$ cat config.mk
export PLATFORM = sky130hd
export DESIGN_NAME = ppc_cell
export DESIGN_NICKNAME = d
export VERILOG_FILES = /design/src/ppc_pkg.sv /design/src/ppc_cell.sv
export SDC_FILE = /design/constraint.sdc
export NUM_CORES = 1
export LEC_CHECK = 0
export ABC_AREA = 1
export BUFFER_PORTS_ARGS = -buffer_cell sky130_fd_sc_hd__buf_4
export CORE_MARGIN = 2
export CORE_UTILIZATION = 40
export DETAILED_ROUTE_END_ITERATION = 10
export PLACE_DENSITY = 0.79
export SYNTH_ARGS = -nofsm -noshare
export SYNTH_HDL_FRONTEND = slang
export SYNTH_SLANG_ARGS = --single-unit
$ cat constraint.sdc
create_clock -name clk -period 2.6 [get_ports clk]
set_clock_uncertainty 0.1 [all_clocks]
set_input_delay 0.52 -clock clk [delete_from_list [all_inputs] [get_ports clk]]
set_output_delay 0.52 -clock clk [all_outputs]
set_load 0.1 [all_outputs]
$ cat src/ppc_pkg.sv
// Types and constants of the point proximity clusterer.
`default_nettype none
package ppc_pkg;

  localparam int COORD_W   = 10;
  localparam int CLUSTER_W = 8;
  localparam int NEXT_W    = CLUSTER_W + 1;
  localparam int SQ_W      = 2 * COORD_W;

  localparam logic [COORD_W-1:0] RADIUS_RESET = 10'd50;
  localparam logic               RADIUS_IDX   = 1'b0;

  typedef struct packed {
    logic [COORD_W-1:0]   x;
    logic [COORD_W-1:0]   y;
    logic [CLUSTER_W-1:0] cluster;
  } point_t;

  typedef struct packed {
    logic                 hit;
    logic [CLUSTER_W-1:0] cluster;
  } hit_t;

endpackage
`default_nettype wire

$ cat src/ppc_cell.sv
// One storage cell of the rotating point ring.
`default_nettype none
module ppc_cell (
  input  wire             clk,
  input  wire             shift,
  input  wire             load,
  input  ppc_pkg::point_t load_pt,
  input  ppc_pkg::point_t next_pt,
  output ppc_pkg::point_t pt
);
  import ppc_pkg::*;

  // A load stores a new point; otherwise, while shift is high, the ring moves one place per cycle.
  always_ff @(posedge clk) begin
    if (load) begin
      pt <= load_pt;
    end else if (shift) begin
      pt <= next_pt;
    end
  end

endmodule
`default_nettype wire

==> results of run 1 <==
## cell families (layout without fill, tap and decap cells)
family | Yosys count | after routing | share of synthesized area, %
buf+inv | 6 | 93 | 4.42
simple gates | 85 | 85 | 26.4
flops | 28 | 28 | 69.1
## through the flow
step	instance area, sq um	total power (uW)
2_1_floorplan	1220	991
3_3_place_gp	1870	1140
3_5_place_dp	1870	1140
4_1_cts	1920	1420
5_1_grt	1920	1460
6_report	1920	1410
## area by class of cell
type	instances	area share [%]
well taps	33	2.15
clock buffers	3	1.17
inverters	1	0.195
flip-flops and latches	28	43.8
repair buffers	88	34.4
clock inverters	1	1.56
multi-input cells	85	16.7
## cells in the final DEF, fill, tap and decap left out
master	netlist	routed
buf_4	0	88
nand2_1	84	84
edfxtp_1	28	28
clkbuf_4	0	3
inv_2	1	1
or2_1	1	1
bufinv_16	0	1
## power by group
group	internal, uW	total (uW)	switching, uW
Combinational	131	561	429
Sequential	554	568	14.8
Clock	156	285	129
Total	841	1410	573
## metal layers
metal | vias to the layer above | track usage [%]
met5 | - | 0
met4 | 0 | 8.77
met3 | 4 | 4.37
met2 | 57 | 32.2
met1 | 492 | 18.6
li1 | 552 | -
## how the worst max path moves through the flow
stage / startpoint / end / slack, ns
2_1_floorplan: load / pt[0] / 0.82
3_3_place_gp: load / pt[14] / 1.01
3_5_place_dp: load / pt[25] / 0.98
4_1_cts: pt[25] / pt[25] / 0.96
5_1_grt: pt[1] / pt[1] / 0.91
6_report: pt[25] / pt[25] / 0.96
==> run metrics, run 1 <==
synth top area cells=edfxtp_1 (69%), nand2_1 (26%), buf_6 (3.7%); die area=3500 sq um; number of remaining DRC errors=0; status=completed; final setup fails=0; CP required=1.98 ns; critical path depth in cells=1; unrepaired setup endpoints after global routing=no; worst rel slew slack=70.5%; Mapped Cells=119; most frequent cells after synthesis=nand2_1 (84), edfxtp_1 (28), buf_6 (4); vias in the first global route=1079; top routing layer in use=met4; post-synthesis area per instance=10.2 sq um; CP max stage delay=0.39 ns; top flop regs=pt (28); Synth top area share=69.1%; Core Util, Final=64.5%; Worst Hold Path EP=pt[14]; Initial Util=40.8%; GRT Total Usage=17.6%; # Post-CTS Setup Buffers=0; met2 wire length=1.69 mm; sequence of cells on the critical path=buf_4; critical-path maximum fanout=1; # fillers=237; Async SR Flop Fraction=0%; hold buffer count at cts=0; post_cts resized=0; ys flop type=edfxtp_1; setup TNS=0 ns; CTS Sinks=28; number of inserted diodes=0; slack of the critical path=0.965 ns; worst IR drop on VDD=0.354 mV; largest net degree at the start of global routing=31; Min Clock Period, post-route=1.64 ns; Tcrit/Tclk final=62.9%; core area=2980 sq um; Worst Max-Slew Pin Slew=0.441 ns; Metal-1 WL=1.08 mm; Setup crit end kind=output pin; register area=841 sq um; post-route ant nets=0; Die Ht=59.1 microns; Core Rows=20; CTS max path bufs=2; Placed Cells=235; power density over the cells=736 nW/um^2; Clock H-tree levels=1; hold slack=0.343 ns; max-cap violations=0; most numerous cell in the Yosys netlist=nand2_1; clock transition at the registers of the reported paths=0.16 ns; DR WL met3=252 microns; Final Net Count=266; leakage power total=0.000992 uW; IO buf count=86; Slew Limit Fails=0; Ys Warns=0; Arr. time, crit path=1.02 ns; Pre-Repair DR Iteration Count=4; gpl congestion=0.680; routed via count=1105; Reg with most FFs=pt; Synth Cell Area=1220 sq um; ratio of cells with drive above 1 in the final layout=45.1%; CTS buffer count=3; fmax=0.612 GHz; hold path cells=3; critical path type=flip-flop to output pin; first-pass GRT wire length=4.57 mm; DP HPWL=2.32 mm; startpoint types=flip-flop; hold path start=next_pt[14]; root buffer selected by CTS=clkbuf_4; CTS tree=yes; final wirelength=3.05 mm; Hold Crit Class=input pin to flip-flop; # IOs=87; drt via density=4.62; area growth from synthesis to layout=57.9%; area of the multi-input gates=322 sq um; initial antenna violation count=0; CP top delay family=flip-flops; area leader, netlist=edfxtp_1; final hold violation count=0; Largest register FFs=28; fin cells=239; die width=59.1 microns; Yosys reg bits=28; EDFF count, synth=28; GRT Residual Overflow=0; drt wl/cell=12.8 microns; Synth cell types=6; Mapped Nets=178; Seq/Total Area, Yosys=69.1%; Slowest-stage cell, CP=edfxtp_1; initial drt markers=67; CP bufs+invs=1; Post-Place Setup Slack=0.981 ns
Power figures use the tool's default switching activity.
==> inputs of run 2 (changes only) <==
Clock period 2.6 ns to 1.51 ns, I/O delays scaled along.
==> run 2 against run 1 <==
Die area stayed put. Wire length is 3.6% lower. Via count down 2.1%. Combinational power is 71% higher.
==> run metrics, run 2 (same netlist as run 1, synthesis figures left out) <==
die area=3500 sq um; worst IR drop on VDD=0.607 mV; CTS Sinks=28; post-route cell area=1880 sq um; Worst Hold Path EP=pt[7]; CP top delay family=flip-flops; Post-Place Setup Slack=0.0190 ns; largest net degree at the start of global routing=30; Post-DP Area=1860 sq um; final setup fails=0; ratio of cells with drive above 1 in the final layout=45.1%; Core Rows=20; die width=59.1 microns; met3 usage=3.49%; power density over the cells=1190 nW/um^2; number of inserted diodes=0; Arr. time, crit path=0.97 ns; Sw Pwr=968 uW; drt wl/cell=12.4 microns; initial antenna violation count=0; gpl congestion=0.719; status=completed; routed via count=1082; initial drt markers=41; core area=2980 sq um; critical path type=flip-flop to output pin; setup TNS=0 ns; Slew Limit Fails=0; CTS max path bufs=2; Pre-Repair DR Iteration Count=4; fmax=0.727 GHz; Min Clock Period, post-route=1.38 ns; vias in the first global route=1076; Internal=1270 uW; Setup crit end kind=output pin; post-route ant nets=0; hold path start=next_pt[7]; number of remaining DRC errors=0; CTS buffer count=3; # IOs=87; sequence of cells on the critical path=buf_4; worst rel slew slack=56.0%; drt via density=4.57; Die Ht=59.1 microns; switch share=43.2%; root buffer selected by CTS=clkbuf_4; GRT Residual Overflow=0; Slowest-stage cell, CP=edfxtp_1; Hold Crit Class=input pin to flip-flop; DP HPWL=2.20 mm; Largest register FFs=28; Core Util, Final=63.2%; GRT Total Usage=16.8%; GR Util met1=17.5%; startpoint types=flip-flop; CTS tree=yes; unrepaired setup endpoints after global routing=no; most used routing layer in global routing=met2; Placed Cells=234; Initial Util=40.8%; IO buf count=86; Clock H-tree levels=1; final hold violation count=0; leakage power total=0.000974 uW; # fillers=244; routing usage on met2=30.8%; power share of the sequential group=43.6%; CP max stage delay=0.37 ns; first-pass GRT wire length=4.31 mm; hold path cells=3; CP required=1.11 ns; clock share of power=13.5%; commonest non-fill, non-tap cells in the layout=buf_4 (87), nand2_1 (84), edfxtp_1 (28), clkbuf_4 (3); max-cap violations=0; post_cts resized=0; Worst Max-Slew Pin Slew=0.660 ns; critical-path maximum fanout=1; Reg with most FFs=pt; hold buffer count at cts=0; clock transition at the registers of the reported paths=0.14 ns; most common cell after layout, fill and taps aside=buf_4; area growth from synthesis to layout=54.8%; top flop regs=pt (28); Gate power share=42.9%; Tcrit/Tclk final=91.1%; fin cells=237; CP bufs+invs=1; # Post-CTS Setup Buffers=0; final wirelength=2.94 mm; slack of the critical path=0.135 ns; Final Net Count=265
run 2: power by group through the flow:
stage / Sequential (uW) / Clock [uW] / Combinational, uW
2_1_floorplan: 1620 / 0 / 88.5
3_3_place_gp: 993 / 0 / 958
3_5_place_dp: 996 / 0 / 966
4_1_cts: 978 / 312 / 968
5_1_grt: 984 / 335 / 994
6_report: 977 / 301 / 962
run 2: how the worst max path moves through the flow:
| stage | start | to | slack [ns] | depth (start not counted) |
|---|---|---|---|---|
| after floorplan | load | pt[0] | 0.18 | 2 |
| after CTS | pt[18] | pt[18] | 0.12 | 1 |
| after global placement | load | pt[26] | 0.09 | 5 |
| after global routing | pt[13] | pt[13] | 0.09 | 1 |
| after detailed placement | load | pt[1] | 0.02 | 5 |
| final | pt[7] | pt[7] | 0.13 | 1 |
run 2: per-layer routing:
| metal | vias to the layer above | routed length, microns |
|---|---|---|
| li1 | 551 | - |
| met1 | 472 | 1080 |
| met2 | 55 | 1580 |
| met3 | 4 | 237 |
| met4 | 0 | 46 |
| met5 | - | 0 |
run 2: layout make-up:
type	count	area (sq um)	share of cell area [%]
repair buffers	87	653	34.7
clock buffers	3	22.5	1.20
inverters	1	3.75	0.199
flip-flops and latches	28	841	44.7
multi-input cells	85	322	17.1
well taps	33	41.3	2.19
run 2: stage by stage:
stage                     hold slack (ns)  total power (uW)
after floorplan                     0.381              1710
final                               0.134              2240
after CTS                           0.124              2260
after global routing                0.115              2310
after detailed placement            0.470              1960
after global placement              0.465              1950
==> inputs of run 3 (changes only) <==
Settings changed: ABC_AREA 1 to unset.
==> run 3 against run 2 <==
Cell area grew 3.5%. Non-clock buffer count up 1. Clock power up 1%. Synthesized area is 0.62% higher. Largest power group is now combinational logic. Global-route usage down 1.1 points. Critical path type unchanged.
==> run metrics, run 3 <==
initial drt markers=11; area growth from synthesis to layout=59.3%; Setup crit end kind=output pin; area leader, netlist=edfxtp_1; die width=59.3 microns; Largest register FFs=28; Sw Pwr=946 uW; Arr. time, crit path=0.99 ns; Post-DP Area=1920 sq um; power share of the sequential group=43.1%; top flop regs=pt (28); gpl congestion=0.631; post-synthesis area per instance=20.4 sq um; switch share=41.7%; final wirelength=2.61 mm; CTS buffer count=3; area of the multi-input gates=355 sq um; GRT Total Usage=15.7%; core area=2980 sq um; ratio of cells with drive above 1 in the final layout=80.5%; Synth Cell Area=1220 sq um; Core Util, Final=65.5%; GRT Residual Overflow=0; CP max stage delay=0.38 ns; clock share of power=13.5%; sequence of cells on the critical path=buf_4; Slowest-stage cell, CP=edfxtp_1; IO buf count=86; number of inserted diodes=0; routed via count=854; CP required=1.11 ns; drt wl/cell=14.3 microns; CTS max path bufs=2; Core Rows=20; Mapped Cells=60; most numerous cell in the Yosys netlist=edfxtp_1; most frequent cells after synthesis=edfxtp_1 (28), mux2_2 (19), mux2_4 (9); Async SR Flop Fraction=0%; Pre-Repair DR Iteration Count=3; vias in the first global route=878; critical-path maximum fanout=1; worst IR drop on VDD=0.486 mV; max-cap violations=0; largest net degree at the start of global routing=30; Min Clock Period, post-route=1.39 ns; Internal=1320 uW; Slew Limit Fails=0; hold slack=0.168 ns; CTS Sinks=28; hold buffer count at cts=0; # fillers=236; Yosys reg bits=28; Final Net Count=209; drt via density=4.69; Ys Warns=0; ys flop type=edfxtp_1; Synth cell types=6; number of remaining DRC errors=0; Gate power share=43.4%; commonest non-fill, non-tap cells in the layout=buf_4 (86), edfxtp_1 (28), mux2_2 (19), mux2_4 (9), clkbuf_4 (3); most common cell after layout, fill and taps aside=buf_4; CP top delay family=flip-flops; startpoint types=flip-flop; Clock H-tree levels=1; clock transition at the registers of the reported paths=0.15 ns; worst rel slew slack=73.2%; final hold violation count=0; post_cts resized=0; Initial Util=41.1%; Die Ht=59.3 microns; status=completed; Hold Crit Class=input pin to flip-flop; post-route ant nets=0; # IOs=87; leakage power total=0.000885 uW; first-pass GRT wire length=3.97 mm; synth top area cells=edfxtp_1 (69%), mux2_2 (17%), mux2_4 (11%); Tcrit/Tclk final=92.1%; CP bufs+invs=1; fmax=0.719 GHz; post-route cell area=1950 sq um; setup TNS=0 ns; EDFF count, synth=28; Seq/Total Area, Yosys=68.7%; register area=841 sq um; die area=3520 sq um; Mapped Nets=119; final setup fails=0; initial antenna violation count=0; # Post-CTS Setup Buffers=0; Synth top area share=68.7%; unrepaired setup endpoints after global routing=no; Reg with most FFs=pt; critical path type=flip-flop to output pin; power density over the cells=1160 nW/um^2; CTS tree=yes; root buffer selected by CTS=clkbuf_4; Worst Max-Slew Pin Slew=0.402 ns
run 3: worst paths after layout:
kind	cells after the start	end	from	slack, ns
setup / recovery	1	pt[8]	pt[8]	0.12
hold / removal	2	pt[18]	load_pt[18]	0.17
run 3: routing by layer:
layer	vias up	share of wire (%)	global-route usage (%)
li1	413	-	-
met1	395	32	16.7
met2	44	58	29.0
met3	2	8.4	3.93
met4	0	1.0	6.82
met5	-	0	0
run 3: area by class of cell:
| class | count | area share (%) |
|---|---|---|
| tap | 33 | 2.12 |
| timing repair buffer | 88 | 35.2 |
| sequential | 28 | 43.1 |
| clock inverter | 1 | 0.193 |
| clock buffer | 3 | 1.16 |
| multi-input combinational | 29 | 18.2 |
run 3: logic make-up (layout without fill, tap and decap cells):
group	Yosys count	after routing	synth area share, %
flip-flops	28	28	68.7
buffers and inverters	3	92	2.25
AND/OR/NAND/NOR	1	1	0.512
multiplexers	28	28	28.5
run 3: through the flow:
stage               std cells  setup slack (ns)  total power [uW]
floorplan                  60            0.0233              1720
global placement          178            0.0546              1980
detailed placement        178            0.0242              1990
CTS                       182             0.105              2290
global route              182            0.0641              2340
finish                    182             0.119              2270
run 3: power by group through the flow:
| stage | registers [uW] | clock network, uW | logic (uW) |
|---|---|---|---|
| after floorplan | 1620 | 0 | 102 |
| after global placement | 996 | 0 | 981 |
| after detailed placement | 995 | 0 | 990 |
| after CTS | 978 | 320 | 991 |
| after global routing | 986 | 348 | 1010 |
| final | 977 | 305 | 985 |
