[config.mk]
export PLATFORM = sky130hd
export DESIGN_NAME = ppc_dist
export DESIGN_NICKNAME = d
export VERILOG_FILES = /design/src/ppc_pkg.sv /design/src/ppc_dist.sv
export SDC_FILE = /design/constraint.sdc
export NUM_CORES = 1
export LEC_CHECK = 0
export ABC_CLOCK_PERIOD_IN_PS = 8970
export BUFFER_PORTS_ARGS = -buffer_cell sky130_fd_sc_hd__buf_2
export CAP_MARGIN = 5
export CORE_MARGIN = 2
export CORE_UTILIZATION = 68
export CTS_BUF_LIST = sky130_fd_sc_hd__clkbuf_8
export DETAILED_ROUTE_END_ITERATION = 7
export PLACE_DENSITY = 0.86
export SLEW_MARGIN = 20
export SYNTH_ARGS = -nofsm -noshare
export SYNTH_HDL_FRONTEND = slang
export SYNTH_SLANG_ARGS = --single-unit
[constraint.sdc]
create_clock -name clk -period 8.97 [get_ports clk]
set_clock_uncertainty 0.15 [all_clocks]
set_input_delay 1.794 -clock clk [delete_from_list [all_inputs] [get_ports clk]]
set_output_delay 1.794 -clock clk [all_outputs]
set_load 0.005 [all_outputs]
[src/ppc_pkg.sv]
// Types and constants of the point proximity clusterer.
`default_nettype none
package ppc_pkg;

  localparam int COORD_W   = 10;
  localparam int CLUSTER_W = 8;
  localparam int NEXT_W    = CLUSTER_W + 1;
  localparam int SQ_W      = 2 * COORD_W;

  localparam logic [COORD_W-1:0] RADIUS_RESET = 10'd50;
  localparam logic               RADIUS_IDX   = 1'b0;

  typedef struct packed {
    logic [COORD_W-1:0]   x;
    logic [COORD_W-1:0]   y;
    logic [CLUSTER_W-1:0] cluster;
  } point_t;

  typedef struct packed {
    logic                 hit;
    logic [CLUSTER_W-1:0] cluster;
  } hit_t;

endpackage
`default_nettype wire

[src/ppc_dist.sv]
// Three-stage squared-distance compare of the query against one stored point.
`default_nettype none
module ppc_dist (
  input  wire                          clk,
  input  wire                          rst,
  input  wire                          vld,
  input  ppc_pkg::point_t              pt,
  input  wire [ppc_pkg::COORD_W-1:0]   qx,
  input  wire [ppc_pkg::COORD_W-1:0]   qy,
  input  wire [ppc_pkg::SQ_W-1:0]      r2,
  output ppc_pkg::hit_t                res
);
  import ppc_pkg::*;

  logic [COORD_W-1:0]   dxa, dya;
  logic [CLUSTER_W-1:0] ca, cb, cc;
  logic                 va, vb, hc;
  logic [SQ_W-1:0]      sqx, sqy;

  always_ff @(posedge clk) begin
    if (rst) begin
      va <= 1'b0;
      vb <= 1'b0;
      hc <= 1'b0;
    end else begin
      va <= vld;
      vb <= va;
      hc <= vb && (({1'b0, sqx} + {1'b0, sqy}) < {1'b0, r2});
    end
  end

  always_ff @(posedge clk) begin
    dxa <= (qx >= pt.x) ? (qx - pt.x) : (pt.x - qx);
    dya <= (qy >= pt.y) ? (qy - pt.y) : (pt.y - qy);
    ca  <= pt.cluster;
    sqx <= SQ_W'(dxa) * SQ_W'(dxa);
    sqy <= SQ_W'(dya) * SQ_W'(dya);
    cb  <= ca;
    cc  <= cb;
  end

  assign res.hit     = hc;
  assign res.cluster = cc;

endmodule
`default_nettype wire

==> flow_metrics.env, run 1 <==
export IMPL_outcome="finished clean"
export IMPL_via_count=7364
export IMPL_hold_viol_final=0
export IMPL_r2r_end="sqx[18]"
export IMPL_final_area_um2=10600
export IMPL_cp_cell_sequence="nand2_1 -> fa_1 -> fa_1 -> inv_1 -> fa_1 -> fa_1 -> inv_1 -> fa_1 -> inv_1 -> ha_1 -> nor3_1 -> o21ai_0 -> a311oi_1 -> o21ai_0 -> a21oi_1 -> xnor2_1"
export IMPL_core_um2=14000
export IMPL_path_depth=16
export IMPL_nets=1482
export IMPL_synth_avg_cell_area_um2=9.14
export IMPL_post_cts_buffers=0
export IMPL_cp_max_fo=14
export IMPL_detail_route_wl_per_cell_um=14.0
export IMPL_antenna_found_initial=0
export IMPL_post_dp_cell_area_um2=10400
export IMPL_cts_sinks=85
export IMPL_ff2ff_setup_slack_ns=3.63
export IMPL_drv_slew=0
export IMPL_die_area_um2=15500
export IMPL_ys_seq_area_share_pct=17.3
export IMPL_cpMostUsedCell="fa_1"
export IMPL_clkLatencyLatePin_ns=0.38
export IMPL_postRouteWirelength_mm=18.6
export IMPL_fp_dieH_um=124
export IMPL_crit_required_ns=9.14
export IMPL_row_count=43
export IMPL_dieWidth_um=124
export IMPL_ant_nets=0
export IMPL_async_reset_ff_share_pct=0
export IMPL_drive_gt1_share_pct=9.84
export IMPL_htreeDepth=3
export IMPL_clk_transition_reported_paths_ns=0.09
export IMPL_crit_path_end_kind="flip-flop"
export IMPL_route_detailed_drc=0
export IMPL_cp_arrival_ns=5.51
export IMPL_first_iter_violations=394
export IMPL_post_drt_via_cell_ratio=5.55
export IMPL_worstSetupPathType="flip-flop to flip-flop"
export IMPL_cts_resized=0
export IMPL_worst_slack_ns=3.63
export IMPL_synth_flop_cell="dfxtp_1"
export IMPL_min_path_type="flip-flop to flip-flop"
export IMPL_grt_pass1_wl_mm=32.7
export IMPL_syn_to_final_growth_pct=7.23
export IMPL_synth_edff_count=0
export IMPL_setup_viol=0
export IMPL_crit_buf_inv=3
export IMPL_grt_max_degree=18
export IMPL_min_from="ca[6]"
export IMPL_syn_instance_count=1078
export IMPL_overflow=0
export IMPL_ys_warn_count=0
export IMPL_hold_end="cb[6]"
export IMPL_worstRegToRegCells=16
export IMPL_fin_setup_tns_ns=0
export IMPL_cts_buffer_depth=2
export IMPL_min_path_cells=0
export IMPL_io_pins=80
export IMPL_grtUsageTotal_pct=25.3
export IMPL_dp_slack_ns=3.74
export IMPL_cp_slowest_stage_delay_ns=0.58
export IMPL_rsz0062_at_grt="false"
export IMPL_syn_cell_area_um2=9860
export IMPL_crit_path_start_kind="flip-flop"
export IMPL_cts_tree="built"
export IMPL_ctsHoldBuffers=0
export IMPL_crit_slowest_cell="dfxtp_1"
export IMPL_maxCapViolations=0
export IMPL_grt_pass1_vias=7423
export IMPL_tightest_slew_ns=1.01
export IMPL_synth_distinct_cells=57
export IMPL_r2r_start="dxa[0]"
export IMPL_synthesis_nets=1417
export IMPL_port_buffers=79
export IMPL_crit_family="adder cells"
export IMPL_cts_root_buf="clkbuf_8"
export IMPL_place_gp_congestion=0.920
export IMPL_firstDrtPassIters=5
export IMPL_fill_cells=1019
export IMPL_min_period_over_period_pct=59.5
export IMPL_dpl_hpwl_mm=15.6
export IMPL_start_util_pct=70.2
export IMPL_n_antenna_cell=0
export IMPL_max_freq_ghz=0.187
export IMPL_cts_inserted_buffers=9
export IMPL_synth_seq_cells=85
export IMPL_min_period_ns=5.34
export IMPL_max_slew_margin_rel_pct=32.1
## layer usage
layer	global-route usage, %	routed length [µm]	up-vias
li1	-	-	3645
met1	33.2	8360	3480
met2	42.8	8990	197
met3	3.82	737	42
met4	8.72	476	0
met5	0	0	-
## registers in the layout, summed over array words and instances, names as in the netlist
register / flops
ca: 8
cb: 8
cc: 8
dxa: 10
dya: 10
hc: 1
sqx: 19
sqy: 19
va: 1
vb: 1
## cell usage in the layout, fill, tap and decap left out, drive strengths merged, types with 2 or more instances in the layout
master,instances
a211o,6
a211oi,10
a21o,28
a21oi,50
a221o,2
a221oi,2
a311oi,3
a31o,5
a31oi,8
a32oi,2
and2,56
and3,4
and4,3
buf,79
clkbuf,9
clkinv,2
dfxtp,85
fa,98
ha,170
inv,198
mux2,4
mux2i,11
nand2,67
nand2b,16
nand3,8
nand4,5
nor2,34
nor2b,24
nor3,6
o211ai,4
o21a,6
o21ai,46
o21bai,3
o31a,2
o31ai,2
or3,4
xnor2,46
xor2,25
## logic make-up (layout without fill, tap and decap cells)
logic type / Yosys count / after routing / share of synthesized area [%]
adders and majority gates: 268 / 268 / 41.5
and+or+nand+nor: 233 / 233 / 12.3
buffers and inverters: 220 / 290 / 8.57
AOI/OAI and AO/OA: 186 / 186 / 12.5
DFF: 85 / 85 / 17.3
xor gates and xnor gates: 71 / 71 / 6.31
muxes: 15 / 15 / 1.57
## Yosys cell counts, types with 2 or more instances
cell	instances	area (µm²)
mux2_2	4	45.0
o31a_1	2	17.5
a211oi_2	2	25.0
o21a_1	6	45.0
inv_1	195	732
ha_1	170	2130
o211ai_1	4	30.0
fa_1	98	1960
dfxtp_1	85	1700
nor3_1	6	30.0
nor2_1	34	128
a211oi_1	8	60.1
xor2_1	25	219
a211o_1	6	52.6
or3_1	4	25.0
a21oi_1	50	250
nand4_1	5	31.3
nand3_1	8	40.0
a32oi_1	2	17.5
mux2i_1	11	110
nand2_1	67	251
a311oi_1	2	17.5
a31o_2	5	43.8
and2_1	56	350
a31oi_1	8	50.1
o21bai_1	3	22.5
o21ai_0	43	215
nand2b_1	16	100
o31ai_1	2	15.0
a221oi_1	2	17.5
clkbuf_1	22	82.6
and4_1	3	26.3
and3_1	4	25.0
buf_6	2	22.5
xnor2_1	46	403
a21o_1	28	210
a221o_1	2	20.0
nor2b_1	23	144
## cell type report
type | count | area (µm²) | area share [%]
timing repair buffer | 79 | 395 | 3.74
sequential | 85 | 1700 | 16.1
clock inverter | 7 | 81.3 | 0.769
inverter | 195 | 732 | 6.92
multi-input combinational | 773 | 7310 | 69.2
clock buffer | 9 | 124 | 1.17
tap | 180 | 225 | 2.13
## per-stage QoR
step           util (%)  instances  hold slack (ns)
2_1_floorplan         -       1078            0.160
3_3_place_gp       73.8       1312            0.160
3_5_place_dp       73.8       1312            0.162
4_1_cts            75.3       1328            0.184
5_1_grt            75.3       1328            0.189
6_report           75.3       1328            0.182
## worst max path at each step
stage          startpoint      end  slack [ns]
2_1_floorplan      dya[7]  sqy[19]        4.02
3_3_place_gp       dxa[0]  sqx[18]        3.87
3_5_place_dp       dxa[0]  sqx[18]        3.74
4_1_cts            dxa[0]  sqx[18]        3.70
5_1_grt            dxa[0]  sqx[18]        3.38
6_report           dxa[0]  sqx[18]        3.63
Power of run 1 is not shown: default switching activity piles up to over one toggle a cycle in this logic, so the estimate is an artifact.
==> inputs of run 2 (changes only) <==
ABC_AREA = 1   (was unset)
ABC_CLOCK_PERIOD_IN_PS = 5400   (was 8970)
CORE_UTILIZATION = 64   (was 68)
PLACE_DENSITY = 0.81   (was 0.86)
clock period = 5.4 ns   (was 8.97 ns; I/O delays follow)
==> run 2 against run 1 <==
  * Utilization down 5.9 points
  * Critical path depth is 1 higher
  * Register-to-register slack got worse by 3.2 ns
  * Clock-buffer cell count stayed put
  * Maximum frequency up 7.8%
  * Global-route usage fell by 0.074 points
  * Final area up 8.9%
  * Highest routed layer unchanged
  * Largest cell class unchanged
==> flow_metrics.env, run 2 <==
export IMPL_post_drt_via_cell_ratio=5.12
export IMPL_synth_flop_cell="dfxtp_1"
export IMPL_fp_dieH_um=134
export IMPL_ys_warn_count=0
export IMPL_post_cts_buffers=0
export IMPL_clk_transition_reported_paths_ns=0.09
export IMPL_io_pins=80
export IMPL_max_slew_margin_rel_pct=63.4
export IMPL_hold_end="cc[7]"
export IMPL_instances_no_fill=1673
export IMPL_drv_slew=0
export IMPL_ys_seq_area_share_pct=15.7
export IMPL_place_gp_congestion=0.915
export IMPL_synth_area_leader_cell="ha_1"
export IMPL_maxCapViolations=0
export IMPL_cts_root_buf="clkbuf_8"
export IMPL_cp_arrival_ns=5.09
export IMPL_synth_avg_cell_area_um2=7.77
export IMPL_detail_route_wl_per_cell_um=12.7
export IMPL_dieWidth_um=134
export IMPL_min_period_ns=4.95
export IMPL_synth_top_area_share_pct=19.7
export IMPL_n_antenna_cell=0
export IMPL_synth_edff_count=0
export IMPL_cts_inserted_buffers=9
export IMPL_syn_instance_count=1392
export IMPL_core_um2=16600
export IMPL_clkLatencyLatePin_ns=0.39
export IMPL_start_util_pct=65.2
export IMPL_nets=1787
export IMPL_htreeDepth=3
export IMPL_crit_path_end_kind="flip-flop"
export IMPL_hold_viol_final=0
export IMPL_firstDrtPassIters=5
export IMPL_port_buffers=79
export IMPL_min_path_cells=0
export IMPL_synth_most_common_cell="nand2_1"
export IMPL_ant_nets=0
export IMPL_rsz0062_at_grt="false"
export IMPL_mostFrequentLayoutCell="nand2_1"
export IMPL_dpl_hpwl_mm=18.2
export IMPL_r2r_end="sqx[15]"
export IMPL_dp_slack_ns=0.498
export IMPL_min_from="cb[7]"
export IMPL_min_period_over_period_pct=91.7
export IMPL_cts_sinks=85
export IMPL_tightest_slew_ns=0.545
export IMPL_cts_resized=0
export IMPL_route_detailed_drc=0
export IMPL_grt_pass1_wl_mm=37.3
export IMPL_final_cell_mix="nand2_1, inv_1, ha_1"
export IMPL_grtUsageTotal_pct=25.2
export IMPL_synth_distinct_cells=45
export IMPL_grt_pass1_vias=8686
export IMPL_synthesis_nets=1731
export IMPL_drive_gt1_share_pct=9.77
export IMPL_worstRegToRegCells=17
export IMPL_cts_buffer_depth=2
export IMPL_largestRegisters="sqx (19), sqy (19)"
export IMPL_syn_cell_area_um2=10800
export IMPL_first_iter_violations=526
export IMPL_row_count=47
export IMPL_cp_max_fo=11
export IMPL_postRouteWirelength_mm=21.3
export IMPL_fin_setup_tns_ns=0
export IMPL_r2r_start="dxa[0]"
export IMPL_ff2ff_setup_slack_ns=0.45
export IMPL_antenna_found_initial=0
export IMPL_cts_tree="built"
export IMPL_die_area_um2=18000
export IMPL_async_reset_ff_share_pct=0
export IMPL_synth_top_cells_by_count="nand2_1, inv_1, ha_1"
export IMPL_synth_seq_cells=85
export IMPL_ctsHoldBuffers=0
export IMPL_yosys_top_cells_area="ha_1, fa_1, dfxtp_1, nand2_1, inv_1"
export IMPL_worst_slack_ns=0.448
export IMPL_dp_cells=1657
export IMPL_via_count=8569
export IMPL_crit_path_start_kind="flip-flop"
export IMPL_setup_viol=0
export IMPL_outcome="finished clean"
export IMPL_max_freq_ghz=0.202
export IMPL_overflow=0
export IMPL_min_path_type="flip-flop to flip-flop"
export IMPL_crit_required_ns=5.53
export IMPL_syn_to_final_growth_pct=6.34
export IMPL_grt_max_degree=18
export IMPL_worstSetupPathType="flip-flop to flip-flop"
-- run 2: cell count changes after synthesis, moves of 23 or more --
cell     previous run  this run
xor2_1             25        57
nand3_1             8        38
inv_1             195       285
nor2b_1            23         0
nor2_1             34        68
nand2_1            67       294
and2_1             56         1
a21oi_1            50        88
-- run 2: per-layer routing --
metal	wire, µm	global-route usage, %	vias to the layer above
met4	648	10.2	0
met3	802	3.06	42
met1	9370	30.7	3905
met2	10400	45.5	192
met5	0	0	-
li1	-	-	4430
-- run 2: worst max-delay path by stage --
stage / start / end / slack, ns
4_1_cts: dxa[0] / sqx[15] / 0.47
3_5_place_dp: dxa[0] / sqx[15] / 0.50
5_1_grt: dxa[0] / sqx[15] / 0.18
2_1_floorplan: dxa[1] / sqx[13] / 0.65
3_3_place_gp: dxa[0] / sqx[13] / 0.62
6_report: dxa[0] / sqx[15] / 0.45
-- run 2: kinds of logic after synthesis --
logic type / after synthesis / share of synthesized area (%)
adders and majority gates: 268 / 37.8
DFF: 85 / 15.7
buffers and inverters: 326 / 12.3
AOI/OAI and AO/OA: 183 / 10.1
and+or+nand+nor: 447 / 17.4
xor gates and xnor gates: 83 / 6.72
-- run 2: area by class of cell --
class | count | area, µm²
Timing Repair Buffer | 84 | 433
Clock inverter | 7 | 92.6
Sequential cell | 85 | 1700
Clock buffer | 9 | 124
Multi-Input combinational cell | 981 | 7790
Fill cell | 1373 | 5080
Inverter | 287 | 1090
Tap cell | 220 | 275
-- run 2: stage by stage --
step | cell area (µm²) | util [%] | hold slack, ns
floorplan | 10800 | - | 0.160
global placement | 11300 | 68.1 | 0.160
detailed placement | 11300 | 68.1 | 0.162
CTS | 11500 | 69.4 | 0.185
global route | 11500 | 69.4 | 0.188
finish | 11500 | 69.4 | 0.182
-- run 2: worst max-delay path, stage by stage, from the launching register on --
cell     delay, ns
dfxtp_1       0.55
nand2_1       0.19
fa_1          0.53
fa_1          0.55
inv_1         0.06
fa_1          0.50
fa_1          0.54
inv_1         0.05
fa_1          0.52
inv_1         0.04
ha_1          0.35
nand2_1       0.12
nor2_1        0.20
inv_1         0.10
o21ai_4       0.19
nand2_1       0.09
nand3_1       0.08
nand2_1       0.05
Power of run 2 is left out for the same reason.
==> inputs of run 3 (changes only) <==
ABC_AREA = unset   (was 1)
==> run 3 against run 2 <==
  * Global-route usage down 0.59 points
  * Clock-buffer cell count stayed put
  * Via count down 13%
  * Routed wire length down 13%
  * Critical path depth decreased by 2
==> flow_metrics.env, run 3 (synthesized netlist as in run 1, its figures left out) <==
export IMPL_outcome="finished clean"
export IMPL_worstSetupPathType="flip-flop to flip-flop"
export IMPL_cts_sinks=85
export IMPL_multiInputGateArea_um2=7310
export IMPL_crit_path_end_kind="flip-flop"
export IMPL_drive_gt1_share_pct=11.1
export IMPL_port_buffers=79
export IMPL_min_path_cells=0
export IMPL_ant_nets=0
export IMPL_crit_required_ns=5.53
export IMPL_min_period_ns=5.10
export IMPL_cp_arrival_ns=5.23
export IMPL_cp_cell_sequence="nand2_1 -> inv_1 -> fa_1 -> fa_1 -> fa_1 -> fa_1 -> fa_1 -> ha_1 -> o21ai_0 -> a21oi_1 -> nor2_1 -> a211oi_1 -> o211ai_1 -> mux2i_1 -> or3_1"
export IMPL_row_count=45
export IMPL_ctsHoldBuffers=0
export IMPL_dieWidth_um=128
export IMPL_cts_resized=0
export IMPL_maxCapViolations=0
export IMPL_syn_to_final_growth_pct=8.43
export IMPL_grt_pass1_vias=7606
export IMPL_grt_pass1_wl_mm=32.6
export IMPL_cts_root_buf="clkbuf_8"
export IMPL_final_cell_mix="inv_1, ha_1, fa_1"
export IMPL_tightest_slew_ns=0.988
export IMPL_crit_slowest_cell="fa_1"
export IMPL_cp_slowest_stage_delay_ns=0.57
export IMPL_r2r_end="sqy[19]"
export IMPL_max_freq_ghz=0.196
export IMPL_grtUsageTotal_pct=24.6
export IMPL_start_util_pct=65.1
export IMPL_detail_route_wl_per_cell_um=13.7
export IMPL_clkLatencyLatePin_ns=0.39
export IMPL_drv_slew=0
export IMPL_largestRegisters="sqx (19), sqy (19)"
export IMPL_fill_cells=1182
export IMPL_dpl_hpwl_mm=15.7
export IMPL_crit_path_start_kind="flip-flop"
export IMPL_post_drt_via_cell_ratio=5.50
export IMPL_grt_max_degree=18
export IMPL_cp_max_fo=10
export IMPL_route_detailed_drc=0
export IMPL_setup_viol=0
export IMPL_post_cts_buffers=0
export IMPL_postRouteWirelength_mm=18.5
export IMPL_min_path_type="flip-flop to flip-flop"
export IMPL_overflow=0
export IMPL_firstDrtPassIters=5
export IMPL_clk_transition_reported_paths_ns=0.09
export IMPL_max_slew_margin_rel_pct=33.9
export IMPL_ff2ff_setup_slack_ns=0.30
export IMPL_htreeDepth=3
export IMPL_critPathLaunch="dya[6]"
export IMPL_rsz0062_at_grt="false"
export IMPL_n_antenna_cell=0
export IMPL_min_period_over_period_pct=94.5
export IMPL_fp_dieH_um=128
export IMPL_fin_setup_tns_ns=0
export IMPL_cts_inserted_buffers=9
export IMPL_via_count=7424
export IMPL_place_gp_congestion=0.888
export IMPL_first_iter_violations=351
export IMPL_crit_end="sqy[19]"
export IMPL_cts_buffer_depth=2
export IMPL_io_pins=80
export IMPL_antenna_found_initial=0
export IMPL_cts_tree="built"
export IMPL_worstRegToRegCells=15
export IMPL_r2r_start="dya[6]"
export IMPL_cpMostUsedCell="fa_1"
export IMPL_die_area_um2=16400
export IMPL_nets=1496
export IMPL_hold_viol_final=0
export IMPL_seq_area_um2=1700
export IMPL_core_um2=15100
export IMPL_mostFrequentLayoutCell="inv_1"
-- run 3: changes by cell type in the layout (fill, tap and decap cells not counted), sizes merged, moves of 14 or more --
| cell | change |
|---|---|
| nor2 | -35 |
| nand2 | -238 |
| xor2 | -32 |
| a21o | +20 |
| and2 | +55 |
| o21ai | -14 |
| nand2b | +16 |
| xnor2 | +20 |
| nor2b | +24 |
| nand3 | -35 |
| inv | -91 |
| a21oi | -45 |
-- run 3: how the worst min path moves through the flow --
stage / start / end / slack, ns
after detailed placement: ca[3] / cb[3] / 0.16
after global placement: cb[3] / cc[3] / 0.16
final: cb[2] / cc[2] / 0.18
after floorplan: ca[0] / cb[0] / 0.16
after global routing: ca[0] / cb[0] / 0.19
after CTS: ca[3] / cb[3] / 0.18
-- run 3: area by class of cell --
class,count,area share [%]
clock buffers,9,1.16
clock inverters,7,0.761
inverters,195,6.85
multi-input cells,773,68.4
flip-flops and latches,85,15.9
well taps,188,2.20
repair buffers,93,4.68
-- run 3: worst max-delay path: cells and delay by family (launching register included) --
family                   cells  cell delay [ns]
AO/OA/AOI/OAI                4             0.73
flip-flops                   1             0.56
AND/OR/NAND/NOR              3             0.53
multiplexers                 1             0.13
buffers and inverters        1             0.11
adder cells (fa/ha/maj)      6             2.77
-- run 3: metrics by stage --
step,util (%),hold slack [ns],cell area [µm²],setup WS (ns),instances
floorplan,-,0.160,9860,0.453,1078
global placement,69.2,0.160,10500,0.390,1334
detailed placement,69.2,0.162,10500,0.262,1334
CTS,70.5,0.184,10700,0.230,1350
global route,70.6,0.189,10700,0.0145,1350
finish,70.6,0.181,10700,0.298,1350
-- run 3: metal layers --
| layer | wire [µm] | part of all wire (%) | up-vias | GRT usage [%] |
|---|---|---|---|---|
| li1 | - | - | 3672 | - |
| met1 | 8210 | 44 | 3513 | 31.1 |
| met2 | 8970 | 48 | 200 | 43.0 |
| met3 | 850 | 4.6 | 39 | 3.42 |
| met4 | 485 | 2.6 | 0 | 9.24 |
| met5 | 0 | 0 | - | 0 |
Power of run 3 is left out for the same reason.
